[config.mk]
export PLATFORM = sky130hd
export DESIGN_NAME = light_apparent_size_calc
export DESIGN_NICKNAME = d
export VERILOG_FILES = /design/src/hw/rtl/lasc_pkg.sv /design/src/hw/rtl/lasc_mul.sv /design/src/hw/rtl/lasc_sub.sv /design/src/hw/rtl/light_apparent_size_calc.sv
export SDC_FILE = /design/constraint.sdc
export NUM_CORES = 2
export LEC_CHECK = 0
export BUFFER_PORTS_ARGS = -buffer_cell sky130_fd_sc_hd__buf_2
export CAP_MARGIN = 10
export CORE_MARGIN = 5
export CORE_UTILIZATION = 30
export CTS_BUF_LIST = sky130_fd_sc_hd__clkbuf_4 sky130_fd_sc_hd__clkbuf_8
export DETAILED_ROUTE_END_ITERATION = 12
export GPL_TIMING_DRIVEN = 0
export PLACE_DENSITY_LB_ADDON = 0.2
export SYNTH_ARGS = -nofsm -noshare
export SYNTH_HDL_FRONTEND = slang
export SYNTH_HIERARCHICAL = 1
export SYNTH_SLANG_ARGS = --single-unit
[constraint.sdc]
create_clock -name clk_i -period 7.41 [get_ports clk_i]
set_input_delay 1.482 -clock clk_i [delete_from_list [all_inputs] [get_ports clk_i]]
set_output_delay 1.482 -clock clk_i [all_outputs]
set_load 0.02 [all_outputs]
[src/hw/rtl/lasc_pkg.sv]
// shared constants for the light apparent size calculator
// no dependencies
package lasc_pkg;

  localparam int unsigned MaxLightsDef = 8;
  localparam int unsigned PosW  = 40;
  localparam int unsigned SizeW = 32;
  localparam int unsigned MulW  = 20;
  localparam int unsigned DivW  = 82;
  localparam int unsigned CosW  = 17;
  localparam int unsigned SolidW = 19;

  localparam logic [MulW-1:0] TwoPiQ16 = 20'd411775;
  localparam logic [CosW-1:0] CosOne   = 17'd65536;

  typedef enum logic [1:0] {
    CFG_OFFSET_X = 2'd0,
    CFG_OFFSET_Y = 2'd1,
    CFG_OFFSET_Z = 2'd2
  } cfg_idx_e;

endpackage

[src/hw/rtl/lasc_mul.sv]
// shared 20x20 unsigned multiplier with registered product
// depends on lasc_pkg
module lasc_mul (
  input  logic                          clk_i,
  input  logic [lasc_pkg::MulW-1:0]     a_i,
  input  logic [lasc_pkg::MulW-1:0]     b_i,
  output logic [2*lasc_pkg::MulW-1:0]   p_o
);

  logic [2*lasc_pkg::MulW-1:0] p_q;

  always_ff @(posedge clk_i) begin
    p_q <= a_i * b_i;
  end

  assign p_o = p_q;

endmodule

[src/hw/rtl/lasc_sub.sv]
// shared wide subtract and compare unit for divide and square root steps
// depends on lasc_pkg
module lasc_sub (
  input  logic [lasc_pkg::DivW-1:0] a_i,
  input  logic [lasc_pkg::DivW-1:0] b_i,
  output logic [lasc_pkg::DivW-1:0] diff_o,
  output logic                      ge_o
);

  logic [lasc_pkg::DivW:0] full;

  assign full   = {1'b0, a_i} - {1'b0, b_i};
  assign diff_o = full[lasc_pkg::DivW-1:0];
  assign ge_o   = ~full[lasc_pkg::DivW];

endmodule

[src/hw/rtl/light_apparent_size_calc.sv]
// top level of the light apparent size calculator: sequencer and datapath
// depends on lasc_pkg, lasc_mul, lasc_sub
//
// channel | direction | handshake              | payload
// in      | input     | in_valid_i/in_ready_o  | light_*, camera_*, light_size, light_on, last_light
// out     | output    | out_valid_o/out_ready_i| slot, slot_valid, on_out, half_size, cos, solid, ...
// cfg     | input     | cfg_we_i               | cfg_idx_i, cfg_data_i
//
// a lit light with positive half size is taken in idle, then the sequencer squares the
// axis distances and the half size on the shared 20x20 multiplier, compares, divides for a
// 32-bit quotient and takes a 16-bit square root on the shared subtractor, forms the solid
// angle product and hands over the result; a light inside its own size stops after the compare
// lights that are off or point lights go from idle straight to the result hand-over
// in_ready_o is high only while the sequencer is idle; a finished result waits in the
// output register, so a new item is taken while the old one is stalled
// reset clears offsets, slot counters and the sequencer
module light_apparent_size_calc #(
  parameter int unsigned MAX_LIGHTS = lasc_pkg::MaxLightsDef
) (
  input  logic                              clk_i,
  input  logic                              rst_ni,
  input  logic                              cfg_we_i,
  input  logic [1:0]                        cfg_idx_i,
  input  logic [lasc_pkg::PosW-1:0]         cfg_data_i,
  input  logic                              in_valid_i,
  output logic                              in_ready_o,
  input  logic signed [lasc_pkg::PosW-1:0]  light_x_i,
  input  logic signed [lasc_pkg::PosW-1:0]  light_y_i,
  input  logic signed [lasc_pkg::PosW-1:0]  light_z_i,
  input  logic signed [lasc_pkg::PosW-1:0]  camera_x_i,
  input  logic signed [lasc_pkg::PosW-1:0]  camera_y_i,
  input  logic signed [lasc_pkg::PosW-1:0]  camera_z_i,
  input  logic signed [lasc_pkg::SizeW-1:0] light_size_i,
  input  logic                              light_on_i,
  input  logic                              last_light_i,
  output logic                              out_valid_o,
  input  logic                              out_ready_i,
  output logic [2:0]                        slot_o,
  output logic                              slot_valid_o,
  output logic                              on_out_o,
  output logic signed [30:0]                half_size_o,
  output logic [lasc_pkg::CosW-1:0]         cos_angle_o,
  output logic [lasc_pkg::SolidW-1:0]       solid_angle_o,
  output logic [2:0]                        highest_on_o,
  output logic                              last_out_o
);

  localparam int unsigned CntW = $clog2(MAX_LIGHTS + 1);
  localparam int unsigned PW   = lasc_pkg::PosW;
  localparam int unsigned MW   = lasc_pkg::MulW;
  localparam int unsigned DW   = lasc_pkg::DivW;

  typedef enum logic [6:0] {
    ST_IDLE  = 7'b0000001,
    ST_SQR   = 7'b0000010,
    ST_CMP   = 7'b0000100,
    ST_DIV   = 7'b0001000,
    ST_SQRT  = 7'b0010000,
    ST_SOLID = 7'b0100000,
    ST_DONE  = 7'b1000000
  } state_e;

  state_e state_q, state_d;

  // offset registers
  logic [PW-1:0] off_x_q, off_y_q, off_z_q;

  always_ff @(posedge clk_i or negedge rst_ni) begin
    if (!rst_ni) begin
      off_x_q <= '0;
      off_y_q <= '0;
      off_z_q <= '0;
    end else if (cfg_we_i) begin
      case (cfg_idx_i)
        lasc_pkg::CFG_OFFSET_X: off_x_q <= cfg_data_i;
        lasc_pkg::CFG_OFFSET_Y: off_y_q <= cfg_data_i;
        lasc_pkg::CFG_OFFSET_Z: off_z_q <= cfg_data_i;
        default: ;
      endcase
    end
  end

  // saturated magnitude of light - camera + offset on one axis
  function automatic logic [PW-1:0] axis_abs(logic [PW-1:0] l, logic [PW-1:0] c,
                                             logic [PW-1:0] o);
    logic signed [PW+1:0] sum;
    logic signed [PW+1:0] sat;
    logic signed [PW+1:0] mag;
    sum = $signed({{2{l[PW-1]}}, l}) - $signed({{2{c[PW-1]}}, c})
        + $signed({{2{o[PW-1]}}, o});
    if (sum > $signed({3'b000, {(PW-1){1'b1}}})) begin
      sat = $signed({3'b000, {(PW-1){1'b1}}});
    end else if (sum < $signed({3'b111, {(PW-1){1'b0}}})) begin
      sat = $signed({3'b111, {(PW-1){1'b0}}});
    end else begin
      sat = sum;
    end
    mag = sat[PW+1] ? -sat : sat;
    return mag[PW-1:0];
  endfunction

  logic          accept;
  logic [PW-1:0] ax_q, ay_q, az_q, sv_q;
  logic signed [30:0] half_in;

  assign in_ready_o = (state_q == ST_IDLE);
  assign accept     = in_valid_i && in_ready_o;
  assign half_in    = light_size_i[31:1];   // arithmetic floor of size / 2

  // slot bookkeeping, settled at accept
  logic [CntW-1:0] cnt_q;
  logic [2:0]      high_q;
  logic            slot_ok;
  logic [2:0]      r_slot_q, r_high_q;
  logic            r_valid_q, r_on_q, r_last_q;
  logic signed [30:0] r_half_q;

  assign slot_ok = cnt_q < CntW'(MAX_LIGHTS);

  always_ff @(posedge clk_i or negedge rst_ni) begin
    if (!rst_ni) begin
      cnt_q  <= '0;
      high_q <= '0;
    end else if (accept) begin
      if (last_light_i) begin
        cnt_q  <= '0;
        high_q <= '0;
      end else begin
        if (slot_ok) cnt_q <= cnt_q + 1'b1;
        if (slot_ok && light_on_i) high_q <= 3'(cnt_q);
      end
    end
  end

  always_ff @(posedge clk_i) begin
    if (accept) begin
      r_slot_q  <= slot_ok ? 3'(cnt_q) : 3'd0;
      r_valid_q <= slot_ok;
      r_on_q    <= slot_ok && light_on_i;
      r_high_q  <= (slot_ok && light_on_i) ? 3'(cnt_q) : high_q;
      r_last_q  <= last_light_i;
      r_half_q  <= light_on_i ? half_in : '0;
      ax_q      <= axis_abs(light_x_i, camera_x_i, off_x_q);
      ay_q      <= axis_abs(light_y_i, camera_y_i, off_y_q);
      az_q      <= axis_abs(light_z_i, camera_z_i, off_z_q);
      sv_q      <= PW'(unsigned'(half_in[29:0]));
    end
  end

  // shared multiplier
  logic [1:0]      vsel_q, psel_q;
  logic [PW-1:0]   mval;
  logic [MW-1:0]   mul_a, mul_b;
  logic [2*MW-1:0] prod;
  logic            acc_en_q, acc_s_q;
  logic [1:0]      acc_p_q;
  logic [3:0]      sq_cnt_q;
  logic            ph_q;

  always_comb begin
    case (vsel_q)
      2'd0:    mval = ax_q;
      2'd1:    mval = ay_q;
      2'd2:    mval = az_q;
      default: mval = sv_q;
    endcase
  end

  logic [lasc_pkg::CosW-1:0] cos_q;
  logic [lasc_pkg::CosW-1:0] cos_rest;
  assign cos_rest = lasc_pkg::CosOne - cos_q;

  always_comb begin
    if (state_q == ST_SOLID) begin
      mul_a = lasc_pkg::TwoPiQ16;
      mul_b = MW'(cos_rest);
    end else begin
      case (psel_q)
        2'd0:    begin mul_a = mval[MW-1:0];  mul_b = mval[MW-1:0];  end
        2'd1:    begin mul_a = mval[MW-1:0];  mul_b = mval[PW-1:MW]; end
        default: begin mul_a = mval[PW-1:MW]; mul_b = mval[PW-1:MW]; end
      endcase
    end
  end

  lasc_mul u_mul (
    .clk_i (clk_i),
    .a_i   (mul_a),
    .b_i   (mul_b),
    .p_o   (prod)
  );

  // partial products land at bit 0, 21 (cross term doubled) or 40
  logic [2*PW-1:0] prod_sh;
  always_comb begin
    case (acc_p_q)
      2'd0:    prod_sh = {{(2*PW-2*MW){1'b0}}, prod};
      2'd1:    prod_sh = {{(2*PW-2*MW){1'b0}}, prod} << (MW + 1);
      default: prod_sh = {{(2*PW-2*MW){1'b0}}, prod} << (2 * MW);
    endcase
  end

  // shared subtractor
  logic [2*PW-1:0] d2_q, s2_q;
  logic [2*PW:0]   rem_q;
  logic [2*PW:0]   den_q;
  logic [31:0]     q_q, qs_q;
  logic [17:0]     srem_q;
  logic [15:0]     root_q;
  logic [5:0]      it_q;
  logic [DW-1:0]   sub_a, sub_b, sub_diff;
  logic            sub_ge;
  logic [lasc_pkg::SolidW-1:0] solid_q;

  always_comb begin
    case (state_q)
      ST_CMP:  begin sub_a = DW'(s2_q); sub_b = DW'(d2_q); end
      ST_DIV:  begin sub_a = {rem_q, 1'b0}; sub_b = DW'(den_q); end
      ST_SQRT: begin
        sub_a = DW'({srem_q, qs_q[31:30]});
        sub_b = DW'({root_q, 2'b01});
      end
      default: begin sub_a = '0; sub_b = '0; end
    endcase
  end

  lasc_sub u_sub (
    .a_i    (sub_a),
    .b_i    (sub_b),
    .diff_o (sub_diff),
    .ge_o   (sub_ge)
  );

  always_comb begin
    state_d = state_q;
    case (state_q)
      ST_IDLE: begin
        if (accept) begin
          if (!light_on_i || half_in <= 0) state_d = ST_DONE;
          else state_d = ST_SQR;
        end
      end
      ST_SQR:   if (sq_cnt_q == 4'd12) state_d = ST_CMP;
      ST_CMP:   state_d = sub_ge ? ST_DONE : ST_DIV;
      ST_DIV:   if (it_q == 6'd31) state_d = ST_SQRT;
      ST_SQRT:  if (it_q == 6'd15) state_d = ST_SOLID;
      ST_SOLID: if (ph_q) state_d = ST_DONE;
      ST_DONE:  if (!out_valid_o || out_ready_i) state_d = ST_IDLE;
      default:  state_d = ST_IDLE;
    endcase
  end

  always_ff @(posedge clk_i or negedge rst_ni) begin
    if (!rst_ni) state_q <= ST_IDLE;
    else         state_q <= state_d;
  end

  // sequencer counters and arithmetic registers
  always_ff @(posedge clk_i or negedge rst_ni) begin
    if (!rst_ni) begin
      sq_cnt_q <= '0;
      vsel_q   <= '0;
      psel_q   <= '0;
      acc_en_q <= 1'b0;
      it_q     <= '0;
      ph_q     <= 1'b0;
    end else begin
      acc_en_q <= 1'b0;
      case (state_q)
        ST_IDLE: begin
          sq_cnt_q <= '0;
          vsel_q   <= '0;
          psel_q   <= '0;
          it_q     <= '0;
          ph_q     <= 1'b0;
        end
        ST_SQR: begin
          sq_cnt_q <= sq_cnt_q + 1'b1;
          acc_en_q <= (sq_cnt_q != 4'd12);
          if (psel_q == 2'd2) begin
            psel_q <= '0;
            vsel_q <= vsel_q + 1'b1;
          end else begin
            psel_q <= psel_q + 1'b1;
          end
        end
        ST_CMP:  it_q <= '0;
        ST_DIV:  it_q <= (it_q == 6'd31) ? 6'd0 : it_q + 1'b1;
        ST_SQRT: it_q <= it_q + 1'b1;
        ST_SOLID: ph_q <= 1'b1;
        default: ;
      endcase
    end
  end

  always_ff @(posedge clk_i) begin
    acc_s_q <= (vsel_q == 2'd3);
    acc_p_q <= psel_q;
    case (state_q)
      ST_IDLE: begin
        d2_q <= '0;
        s2_q <= '0;
        if (accept) begin
          // point light starts at full cosine, off light at zero
          cos_q   <= (light_on_i && half_in <= 0) ? lasc_pkg::CosOne : '0;
          solid_q <= '0;
        end
      end
      ST_SQR: begin
        if (acc_en_q) begin
          if (acc_s_q) s2_q <= s2_q + prod_sh;
          else         d2_q <= d2_q + prod_sh;
        end
      end
      ST_CMP: begin
        // light inside its own size when s^2 >= d^2
        cos_q   <= '0;
        solid_q <= lasc_pkg::SolidW'(lasc_pkg::TwoPiQ16);
        rem_q   <= {1'b0, d2_q};
        den_q   <= {1'b0, d2_q} + {1'b0, s2_q};
        q_q     <= '0;
      end
      ST_DIV: begin
        rem_q <= sub_ge ? sub_diff[2*PW:0] : {rem_q[2*PW-1:0], 1'b0};
        q_q   <= {q_q[30:0], sub_ge};
        if (it_q == 6'd31) begin
          qs_q   <= {q_q[30:0], sub_ge};
          srem_q <= '0;
          root_q <= '0;
        end
      end
      ST_SQRT: begin
        srem_q <= sub_ge ? sub_diff[17:0] : {srem_q[15:0], qs_q[31:30]};
        root_q <= {root_q[14:0], sub_ge};
        qs_q   <= {qs_q[29:0], 2'b00};
        if (it_q == 6'd15) cos_q <= {1'b0, root_q[14:0], sub_ge};
      end
      ST_SOLID: begin
        if (ph_q) solid_q <= lasc_pkg::SolidW'((prod + 40'd32768) >> 16);
      end
      default: ;
    endcase
  end

  // output register
  logic out_valid_q;
  assign out_valid_o = out_valid_q;

  always_ff @(posedge clk_i or negedge rst_ni) begin
    if (!rst_ni) begin
      out_valid_q <= 1'b0;
    end else if (state_q == ST_DONE && (!out_valid_q || out_ready_i)) begin
      out_valid_q <= 1'b1;
    end else if (out_ready_i) begin
      out_valid_q <= 1'b0;
    end
  end

  always_ff @(posedge clk_i) begin
    if (state_q == ST_DONE && (!out_valid_q || out_ready_i)) begin
      slot_o        <= r_slot_q;
      slot_valid_o  <= r_valid_q;
      on_out_o      <= r_on_q;
      half_size_o   <= r_half_q;
      cos_angle_o   <= cos_q;
      solid_angle_o <= solid_q;
      highest_on_o  <= r_high_q;
      last_out_o    <= r_last_q;
    end
  end

  // checks
  a_state_onehot: assert property (@(posedge clk_i) disable iff (!rst_ni)
    $onehot(state_q)) else $error("sequencer state not one-hot");

  a_busy_after_accept: assert property (@(posedge clk_i) disable iff (!rst_ni)
    accept |=> !in_ready_o) else $error("new item taken while busy");

  a_on_needs_slot: assert property (@(posedge clk_i) disable iff (!rst_ni)
    out_valid_o && on_out_o |-> slot_valid_o) else $error("enable set on invalid slot");

  a_point_solid: assert property (@(posedge clk_i) disable iff (!rst_ni)
    out_valid_o && cos_angle_o == lasc_pkg::CosOne |-> solid_angle_o == '0)
    else $error("point light with nonzero solid angle");

endmodule
==> qor.tcl <==
set qor(report.final.setup_viol) 24
set qor(final.fill_count) 29200
set qor(area_growth_syn_to_layout_pct) 16.2
set qor(clk_transition_reported_paths_ns) 0.06
set qor(status) {finished with violations}
set qor(fin_crit_sh) 1.09
set qor(hold_viol) 0
set qor(postSynthCellCount) 9565
set qor(ctsHtreeMaxLevel) 4
set qor(failed_checks) {setup timing}
set qor(cts.sinks) 915
set qor(tritoncts_clock_tree) {yes}
set qor(fp.dieW_um) 544
set qor(final-max-slew-violation-count) 0
set qor(track_usage) 0.209
set qor(max_freq_mhz) 124
set qor(port-buffer-count) 397
set qor(area_used_by_multi_input_combinational_logic_um2) 54900
set qor(max_slew_margin) 0.173
set qor(remaining_drc_errors) 0
set qor(die_area_um2) 296000
set qor(initial_antenna_violation_count) 35
set qor(layout_setup_ws_ns) -0.667
set qor(core.rowCount) 196
set qor(worstSetupPathType) {flip-flop to flip-flop}
set qor(clock-root-buffer) {sky130_fd_sc_hd__clkbuf_8}
set qor(cp.arrival_ns) 8.87
set qor(postCtsHoldBufs) 0
set qor(io-pin-count) 399
set qor(drive_above_1_share) 0.142
set qor(antenna_left) 0
set qor(core-area_um2) 285000
set qor(unrepaired_setup_endpoints_after_global_routing) {yes}
set qor(crit_path_frequent_cell) {sky130_fd_sc_hd__fa_1}
set qor(total_congestion_overflow_after_global_routing) 0
set qor(final_stage_net_count) 11600
set qor(die_h_um) 544
set qor(crit_path_top_delay_cell) {sky130_fd_sc_hd__fa_1}
set qor(routabilityCongestion) 0.964
set qor(worstPathRequired_ns) 8.21
set qor(grt_first_pass_wirelength_um) 472000
set qor(layout_min_cycle_time_ns) 8.08
set qor(total_routed_wirelength_um) 318000
set qor(drv.max_cap_violation_count) 0
set qor(start_util) 0.301
set qor(largest_stage_delay_worst_path_ns) 0.56
set qor(drt-wirelength-per-cell_um) 22.4
set qor(drt-pass1-iter-count) 9
set qor(vias_per_cell) 5.15
set qor(num_vias) 72900
set qor(hold_crit_path_type) {flip-flop to flip-flop}
set qor(dp_hpwl_um) 264000
set qor(synthesized_net_count) 10900
set qor(first_iter_violations) 5745
set qor(tritoncts.num_buffers) 183
set qor(tightest_slew_ns) 1.24
set qor(path_max_fanout) 7
set qor(grt_max_degree) 100
set qor(finalCoreUtilization) 0.350
set qor(clkLatencyLatePin_ns) 0.94
set qor(worstSetupStartpointType) {flip-flop}
set qor(syn_avg_cell_area_um2) 8.96
set qor(synth_warnings) 6
set qor(worst_setup_path_end_kind) {flip-flop}
set qor(syn-cell-area_um2) 85700
set qor(ctsLongestPathBuffers) 4
set qor(via_count_of_the_first_global_routing_pass) 74000
set qor(worst_case_clock_skew_ns) 0.113
set qor(seqCellArea_um2) 26300
metrics by stage:
step / cell area [um^2] / hold WS [ns] / setup TNS [ns] / worst slack, ns / instances
after floorplan: 86000 / 0.345 / -0.128 / -0.0431 / 9565
after global placement: 92700 / 0.401 / -1199.71 / -5.90 / 13700
after detailed placement: 93300 / 0.405 / -286.20 / -1.97 / 13800
after CTS: 98900 / 0.372 / -11.72 / -0.667 / 14100
after global routing: 99600 / 0.389 / -19.40 / -0.963 / 14200
final: 99600 / 0.381 / -12.53 / -0.667 / 14200
layout make-up:
cell class | count | share of cell area
inverters | 1083 | 0.0410
diodes | 12 | 0.000302
multi-input cells | 7066 | 0.551
clock inverters | 79 | 0.00667
plain buffers | 473 | 0.0243
clock buffers | 244 | 0.0310
repair buffers | 536 | 0.0345
well taps | 3762 | 0.0473
flip-flops and latches | 915 | 0.264
cell usage in the layout (no fill, tap or decap), types with 32 or more instances in the layout:
| cell | count |
|---|---|
| sky130_fd_sc_hd__a211oi_1 | 40 |
| sky130_fd_sc_hd__a21o_1 | 260 |
| sky130_fd_sc_hd__a21oi_1 | 583 |
| sky130_fd_sc_hd__a21oi_2 | 37 |
| sky130_fd_sc_hd__a222oi_1 | 46 |
| sky130_fd_sc_hd__a22o_1 | 149 |
| sky130_fd_sc_hd__a31oi_1 | 92 |
| sky130_fd_sc_hd__and2_1 | 389 |
| sky130_fd_sc_hd__and3_1 | 62 |
| sky130_fd_sc_hd__buf_2 | 417 |
| sky130_fd_sc_hd__buf_4 | 117 |
| sky130_fd_sc_hd__clkbuf_1 | 294 |
| sky130_fd_sc_hd__clkbuf_2 | 55 |
| sky130_fd_sc_hd__clkbuf_4 | 61 |
| sky130_fd_sc_hd__clkbuf_8 | 224 |
| sky130_fd_sc_hd__dfrtp_1 | 148 |
| sky130_fd_sc_hd__dfxtp_1 | 43 |
| sky130_fd_sc_hd__edfxtp_1 | 721 |
| sky130_fd_sc_hd__fa_1 | 427 |
| sky130_fd_sc_hd__ha_1 | 579 |
| sky130_fd_sc_hd__inv_1 | 1062 |
| sky130_fd_sc_hd__mux2_2 | 94 |
| sky130_fd_sc_hd__mux2i_1 | 144 |
| sky130_fd_sc_hd__nand2_1 | 988 |
| sky130_fd_sc_hd__nand2b_1 | 52 |
| sky130_fd_sc_hd__nand3_1 | 131 |
| sky130_fd_sc_hd__nand4_1 | 142 |
| sky130_fd_sc_hd__nor2_1 | 655 |
| sky130_fd_sc_hd__nor2b_1 | 80 |
| sky130_fd_sc_hd__nor3_1 | 99 |
| sky130_fd_sc_hd__o211ai_1 | 41 |
| sky130_fd_sc_hd__o21a_1 | 59 |
| sky130_fd_sc_hd__o21ai_0 | 478 |
| sky130_fd_sc_hd__o21ai_1 | 33 |
| sky130_fd_sc_hd__o21bai_1 | 103 |
| sky130_fd_sc_hd__o31ai_1 | 32 |
| sky130_fd_sc_hd__or2_2 | 37 |
| sky130_fd_sc_hd__or3_1 | 39 |
| sky130_fd_sc_hd__xnor2_1 | 284 |
| sky130_fd_sc_hd__xor2_1 | 230 |
worst paths after layout:
| kind | start | endpoint | slack (ns) | cells after the start |
|---|---|---|---|---|
| max | cos_q[1] | u_mul/p_o[31] | -0.67 | 32 |
| max reg2reg | cos_q[1] | u_mul/p_o[31] | -0.67 | 32 |
| min reg2reg | r_half_q[0] | half_size_o[0] | 0.38 | 0 |
| min in group asynchronous | rst_ni | off_x_q[36] | 0.45 | 1 |
| max in group asynchronous | rst_ni | vsel_q[0] | 5.79 | 2 |
| min | r_half_q[0] | half_size_o[0] | 0.38 | 0 |
critical path: cells and delay by family, from the launching register on:
family                     cells  cell delay, ns
xor gates and xnor gates       2            0.42
adders and majority gates      9            4.01
and+or+nand+nor                7            1.24
AOI/OAI and AO/OA              5            0.90
buffers and inverters          9            0.86
DFF                            1            0.49
repair_timing:
item	in CTS	in global routing
buffers inserted	86	26
pin swaps	142	64
endpoints found under the setup margin	191	176
gates resized for setup	362	203
sequential cells by signal (all words and copies together), names as in the netlist, 32 cells and up:
name,flops
off_y_q,40
s2_q,80
u_mul/p_o,40
off_z_q,40
off_x_q,40
den_q,81
rem_q,81
ax_q,40
d2_q,80
qs_q,32
az_q,40
ay_q,40
per-layer routing:
layer | vias to the layer above | share of wire | track usage
met5 | - | 0.00031 | 0
met4 | 14 | 0.050 | 0.0869
met3 | 562 | 0.049 | 0.0258
met2 | 2301 | 0.46 | 0.348
met1 | 35300 | 0.44 | 0.274
li1 | 34800 | - | -
Power is not shown: default switching activity piles up to over one toggle a cycle in this logic, so the estimate is an artifact.
